[src/hw/rtl/ptab_pkg.sv]
// Shared types, codes and constants of the two-level page table engine.
`timescale 1ns / 1ps

package ptab_pkg;

  localparam int unsigned DIR_ENTRIES       = 1024;
  localparam int unsigned ENTRIES_PER_TABLE = 1024;
  localparam int unsigned IDX_W             = 10;
  localparam int unsigned PAGE_SHIFT        = 12;
  localparam int unsigned ENT_W             = 23;

  // Entry layout: [22:3] frame, [2] user, [1] writable, [0] present
  localparam logic [ENT_W-1:0] ENT_KEEP_MASK = 23'h000006;

  localparam logic [1:0] ACT_MAP   = 2'd0;
  localparam logic [1:0] ACT_UNMAP = 2'd1;
  localparam logic [1:0] ACT_XLATE = 2'd2;

  localparam logic [1:0] STS_DONE       = 2'd0;
  localparam logic [1:0] STS_NO_TABLE   = 2'd1;
  localparam logic [1:0] STS_POOL_EMPTY = 2'd2;

  typedef struct packed {
    logic [1:0]  action;
    logic [31:0] vaddr;
    logic [31:0] paddr;
    logic        flag_present;
    logic        flag_writable;
    logic        flag_user;
  } in_word_t;

  typedef struct packed {
    logic [31:0] phys_out;
    logic        present;
    logic [1:0]  status;
  } out_word_t;

  typedef enum logic [3:0] {
    ST_INIT,
    ST_IDLE,
    ST_DIR_RD,
    ST_DECIDE,
    ST_CLEAR,
    ST_MAP_WR,
    ST_PT_RD,
    ST_PT_EVAL,
    ST_RESULT
  } state_e;

  typedef enum logic [2:0] {
    RES_HOLD,
    RES_DONE,
    RES_NO_TABLE,
    RES_POOL_EMPTY,
    RES_XLATE
  } res_op_e;

  typedef struct packed {
    logic    capture;
    logic    dir_rd;
    logic    dir_clr;
    logic    dir_alloc;
    logic    slot_ld;
    logic    pt_clr;
    logic    pt_map_wr;
    logic    pt_rd;
    logic    pt_unmap_wr;
    logic    cnt_inc;
    res_op_e res_op;
    logic    push;
  } dp_cmd_t;

  typedef struct packed {
    logic [1:0] action;
    logic       dir_hit;
    logic       pool_empty;
    logic       cnt_last;
    logic       out_free;
  } dp_sts_t;

endpackage

[src/hw/rtl/ptab_ctrl.sv]
// Sequencer of the page table engine: init sweep, lookup, table clear, entry update.
`timescale 1ns / 1ps

module ptab_ctrl (
  input  logic              clk_i,
  input  logic              rst_ni,
  input  logic              in_valid_i,
  output logic              in_stall_o,
  input  ptab_pkg::dp_sts_t sts_i,
  output ptab_pkg::dp_cmd_t cmd_o
);
  import ptab_pkg::*;

  state_e state_q, state_d;

  always_ff @(posedge clk_i or negedge rst_ni) begin
    if (!rst_ni) begin
      state_q <= ST_INIT;
    end else begin
      state_q <= state_d;
    end
  end

  always_comb begin
    state_d    = state_q;
    cmd_o      = '0;
    cmd_o.res_op = RES_HOLD;
    in_stall_o = (state_q != ST_IDLE);
    case (state_q)
      ST_INIT: begin
        // directory valid bits are swept to zero after reset
        cmd_o.dir_clr = 1'b1;
        cmd_o.cnt_inc = 1'b1;
        if (sts_i.cnt_last) state_d = ST_IDLE;
      end
      ST_IDLE: begin
        if (in_valid_i) begin
          cmd_o.capture = 1'b1;
          state_d = ST_DIR_RD;
        end
      end
      ST_DIR_RD: begin
        cmd_o.dir_rd = 1'b1;
        state_d = ST_DECIDE;
      end
      ST_DECIDE: begin
        case (sts_i.action)
          ACT_MAP: begin
            if (sts_i.dir_hit) begin
              cmd_o.slot_ld = 1'b1;
              state_d = ST_MAP_WR;
            end else if (sts_i.pool_empty) begin
              cmd_o.res_op = RES_POOL_EMPTY;
              state_d = ST_RESULT;
            end else begin
              cmd_o.dir_alloc = 1'b1;
              state_d = ST_CLEAR;
            end
          end
          ACT_UNMAP, ACT_XLATE: begin
            if (sts_i.dir_hit) begin
              cmd_o.slot_ld = 1'b1;
              state_d = ST_PT_RD;
            end else begin
              cmd_o.res_op = RES_NO_TABLE;
              state_d = ST_RESULT;
            end
          end
          default: begin
            cmd_o.res_op = RES_DONE;
            state_d = ST_RESULT;
          end
        endcase
      end
      ST_CLEAR: begin
        cmd_o.pt_clr  = 1'b1;
        cmd_o.cnt_inc = 1'b1;
        if (sts_i.cnt_last) state_d = ST_MAP_WR;
      end
      ST_MAP_WR: begin
        cmd_o.pt_map_wr = 1'b1;
        cmd_o.res_op    = RES_DONE;
        state_d = ST_RESULT;
      end
      ST_PT_RD: begin
        cmd_o.pt_rd = 1'b1;
        state_d = ST_PT_EVAL;
      end
      ST_PT_EVAL: begin
        if (sts_i.action == ACT_UNMAP) begin
          cmd_o.pt_unmap_wr = 1'b1;
          cmd_o.res_op      = RES_DONE;
        end else begin
          cmd_o.res_op = RES_XLATE;
        end
        state_d = ST_RESULT;
      end
      ST_RESULT: begin
        if (sts_i.out_free) begin
          cmd_o.push = 1'b1;
          state_d = ST_IDLE;
        end
      end
      default: begin
        state_d = ST_INIT;
      end
    endcase
  end

endmodule

[config.mk]
export PLATFORM = sky130hd
export DESIGN_NAME = ptab_ctrl
export DESIGN_NICKNAME = d
export VERILOG_FILES = /design/src/hw/rtl/ptab_pkg.sv /design/src/hw/rtl/ptab_ctrl.sv
export SDC_FILE = /design/constraint.sdc
export NUM_CORES = 1
export LEC_CHECK = 0
export BUFFER_PORTS_ARGS = -buffer_cell sky130_fd_sc_hd__buf_2
export CAP_MARGIN = 10
export CORE_AREA = 2 2 39 41
export CTS_BUF_LIST = sky130_fd_sc_hd__clkbuf_2 sky130_fd_sc_hd__clkbuf_4 sky130_fd_sc_hd__clkbuf_8
export DETAILED_ROUTE_END_ITERATION = 8
export DIE_AREA = 0 0 41 43
export PLACE_DENSITY = 0.7
export REMOVE_ABC_BUFFERS = 1
export SETUP_SLACK_MARGIN = 0.15
export SYNTH_ARGS = -nofsm -noshare
export SYNTH_HDL_FRONTEND = slang
export SYNTH_SLANG_ARGS = --single-unit
[constraint.sdc]
create_clock -name clk_i -period 2.5 [get_ports clk_i]
set_clock_uncertainty 0.05 [all_clocks]
set_input_delay 0.125 -clock clk_i [delete_from_list [all_inputs] [get_ports clk_i]]
set_output_delay 0.125 -clock clk_i [all_outputs]
set_load 0.02 [all_outputs]
==> impl_summary.txt <==
----------------------------------------------------
[Status]
  Result of the run ... complete, no violations

[Synth]
  Mapped Cells ... 66
  Netlist area before placement ... 490 um2
  Average cell area after synthesis ... 7.43 um2
  Number of unique standard cell types used by synthesis ... 32
  Yosys warning count ... 0
  Post-synthesis sequential element count ... 4
  Share of synthesized area occupied by flip-flops and latches ... 20.4%

[Global route]
  Via count of the first global-routing pass ... 445
  Total gr overflow ... 0
  Wire length of the first global-routing pass ... 1740 um
  Largest net degree at the start of global routing ... 16
  All-Layer GR Usage ... 13.9%
  Antenna violations before repair ... 0

[STA]
  Final number of max-transition violations ... 0
  Peak clock frequency supported by timing ... 580 MHz
  Headroom to the max-slew limit ... 73.8%
  Transition time at the pin with the least slew margin ... 0.393 ns
  Post-layout min period ... 1.72 ns
  TNS Setup ... 0 ns
  RSZ-0062 raised after global routing ... no
  Endpoints failing setup ... 0
  Hold Vio Cnt, Final ... 0
  Tcrit/Tclk final ... 69.0%
  Min setup slack post-route ... 0.775 ns

[Route]
  Number of optimization iterations in the first detailed-route pass ... 4
  DRT iter0 DRCs ... 8
  Routed Antenna Nets ... 0
  Routed vias/inst ... 5.21
  Routed wire length ... 1140 um
  Total number of vias ... 547
  Number of design rule violations left after detail routing ... 0
  Average routed wire per standard cell ... 10.8 um

[Clock network]
  Number of gates given a new drive strength after cts ... 0
  Number of buffers inserted during clock tree synthesis ... 3
  CTS clk-pin slew, worst paths ... 0.03 ns
  Buffer type at the clock tree root ... clkbuf_4
  CTS tree ... yes
  # clock sinks ... 4
  Insertion delay of the later-clocked pin in the worst-skew pair ... 0.23 ns
  Number of levels in the clock H-tree ... 1
  Bufs on Longest Clock Path ... 2

[Setup path]
  Worst-case reg-to-reg path depth ... 3
  Worst path required time ... 2.33 ns
  Critical register-to-register path startpoint ... state_q[3]
  Register-to-Register Setup Slack ... 1.04 ns
  Type of origin of the critical path ... flop
  Type of the setup path with the least slack ... flop to output port
  Cell Chain, Critical Path ... inv_1 -> a211o_1 -> a211oi_1 -> buf_2
  Critical Path Fanout Max ... 14
  Largest stage delay, worst path ... 0.56 ns
  Master of the slowest instance on the critical path ... dfrtp_1
  Worst Path Arrival ... 1.55 ns
  FF-to-FF End ... state_q[0]
  Worst setup EP type ... output port
  Critical path startpoint ... state_q[1]

[Die]
  Total I/O pin count ... 24
  # rows ... 14
  Die Span X ... 41 um
  Die boundary height ... 43 um
  Floorplan die area ... 0.00176 mm2
  Starting Density ... 35.4%
  Core region area ... 0.00138 mm2

[Placed design]
  Post-Place Cells ... 101
  Port buffer count ... 23
  Total half-perimeter wirelength after legalization and detailed placement ... 889 um
  Global placement routability congestion ... 0.777
  Pre-CTS setup slack ... 0.762 ns

[Pwr]
  Maximum ir drop on the vdd rail ... 0.000512 V
  Leakage power figure ... 0.000326 uW
  Cell area power density ... 927 mW/mm2

[Layout]
  Share of post-route cells with drive strength above 1 ... 32.6%
  Share of the core filled with cells ... 46.0%
  Post-layout nets ... 104
  Number of flip-flops in the largest register ... 4
  Layout Cells excl Fill ... 105
  Fill cells ... 135
  Leading registers by flop count ... state_q x4
  Area growth from synthesis to layout ... 29.8%
  Diodes inserted ... 0
  Register name with the most flops ... state_q

[Hold path]
  Startpoint of the most critical hold path ... in_valid_i
  Hold Path Cell Cnt ... 2
  Hold-critical path endpoint ... state_q[0]
  Min-Delay Path Class ... primary input to flop

[Flow run]
  Number of max-cap violations ... 0

----------------------------------------------------
[report_power, final]
| group | total [uW] | switching [uW] | internal, uW |
|---|---|---|---|
| Sequential | 172 | 81.8 | 89.9 |
| Combinational | 343 | 204 | 139 |
| Clock | 76.1 | 22.6 | 53.4 |
| Total | 591 | 308 | 283 |
[worst max path at each step]
stage | cells past startpoint | endpoint | slack [ns]
2_1_floorplan | 5 | cmd_o[1] | 0.79
3_3_place_gp | 7 | cmd_o[1] | 0.82
3_5_place_dp | 7 | cmd_o[1] | 0.76
4_1_cts | 4 | cmd_o[1] | 0.76
5_1_grt | 4 | cmd_o[2] | 0.64
6_report | 4 | cmd_o[1] | 0.78
[cells in the final DEF, fill, tap and decap left out, drive strengths merged]
cell type	n
buf	23
nor3	7
inv	6
nor2	5
nand2b	4
nand2	4
ha	4
dfrtp	4
a21oi	3
nand3b	3
clkbuf	3
nor4	2
and3	2
o21ai	2
nand4	1
nor2b	1
nor3b	1
or2	1
a211o	1
a211oi	1
a2111o	1
and3b	1
a21boi	1
o41a	1
o31ai	1
o32ai	1
o21bai	1
or4b	1
o22ai	1
a21o	1
dlygate4sd3	1
[cells by family (layout without fill, tap and decap cells)]
family	after synthesis	after routing	share of synthesized area, %
flops	4	4	20.4
compound gates	15	15	22.2
fa+ha+maj	4	4	10.2
simple gates	33	33	38.3
buf+inv	10	33	8.93
[layer usage]
layer	global-route usage (%)	up-vias	part of all wire, %
met4	6.00	0	0
met2	21.9	12	52
met3	1.57	0	3.1
met1	18.4	249	44
met5	0	-	0
li1	-	286	-
[critical path: cells and delay by family, from the launching register on]
kind	cells	cell delay [ns]
compound gates	2	0.46
flops	1	0.56
buf+inv	2	0.30
[timing repair]
| item | 4_1_cts | 5_1_grt |
|---|---|---|
| hold endpoints to repair | 4 | 0 |
| setup endpoints to repair | 0 | 0 |
| hold buffers | 1 | 0 |
| setup buffers | 0 | 0 |
[synth_stat cells]
master,count,area (um2)
a2111o_1,1,11.3
a211o_1,1,8.76
a211oi_1,1,7.51
a21boi_0,1,7.51
a21o_1,1,7.51
a21oi_1,3,15.0
and3_1,2,12.5
and3b_2,1,10.0
buf_2,2,10.0
buf_4,1,7.51
clkbuf_1,1,3.75
dfrtp_1,4,100
ha_1,4,50.1
inv_1,5,18.8
inv_2,1,3.75
nand2_1,4,15.0
nand2b_1,4,25.0
nand3b_1,3,22.5
nand4_1,1,6.26
nor2_1,5,18.8
nor2b_1,1,6.26
nor3_1,7,35.0
nor3b_1,1,7.51
nor4_1,2,12.5
o21ai_0,2,10.0
o21bai_1,1,7.51
o22ai_1,1,6.26
o31ai_1,1,7.51
o32ai_1,1,8.76
o41a_1,1,11.3
or2_2,1,6.26
or4b_1,1,10.0
[final cells by class]
class	count	area, um2	area share [%]
multi-input combinational	52	347	54.4
timing repair buffer	24	125	19.6
sequential	4	100	15.7
clock buffer	3	22.5	3.54
inverter	6	22.5	3.54
tap	16	20.0	3.14
[per-stage QoR]
stage / total power (uW) / hold slack, ns / cell area (um2)
2_1_floorplan: 402 / -0.221 / 469
3_3_place_gp: 513 / -0.121 / 604
3_5_place_dp: 514 / -0.120 / 604
4_1_cts: 596 / 0.0476 / 637
5_1_grt: 647 / 0.0607 / 637
6_report: 591 / 0.0556 / 637
(Power assumes the default switching activity.)
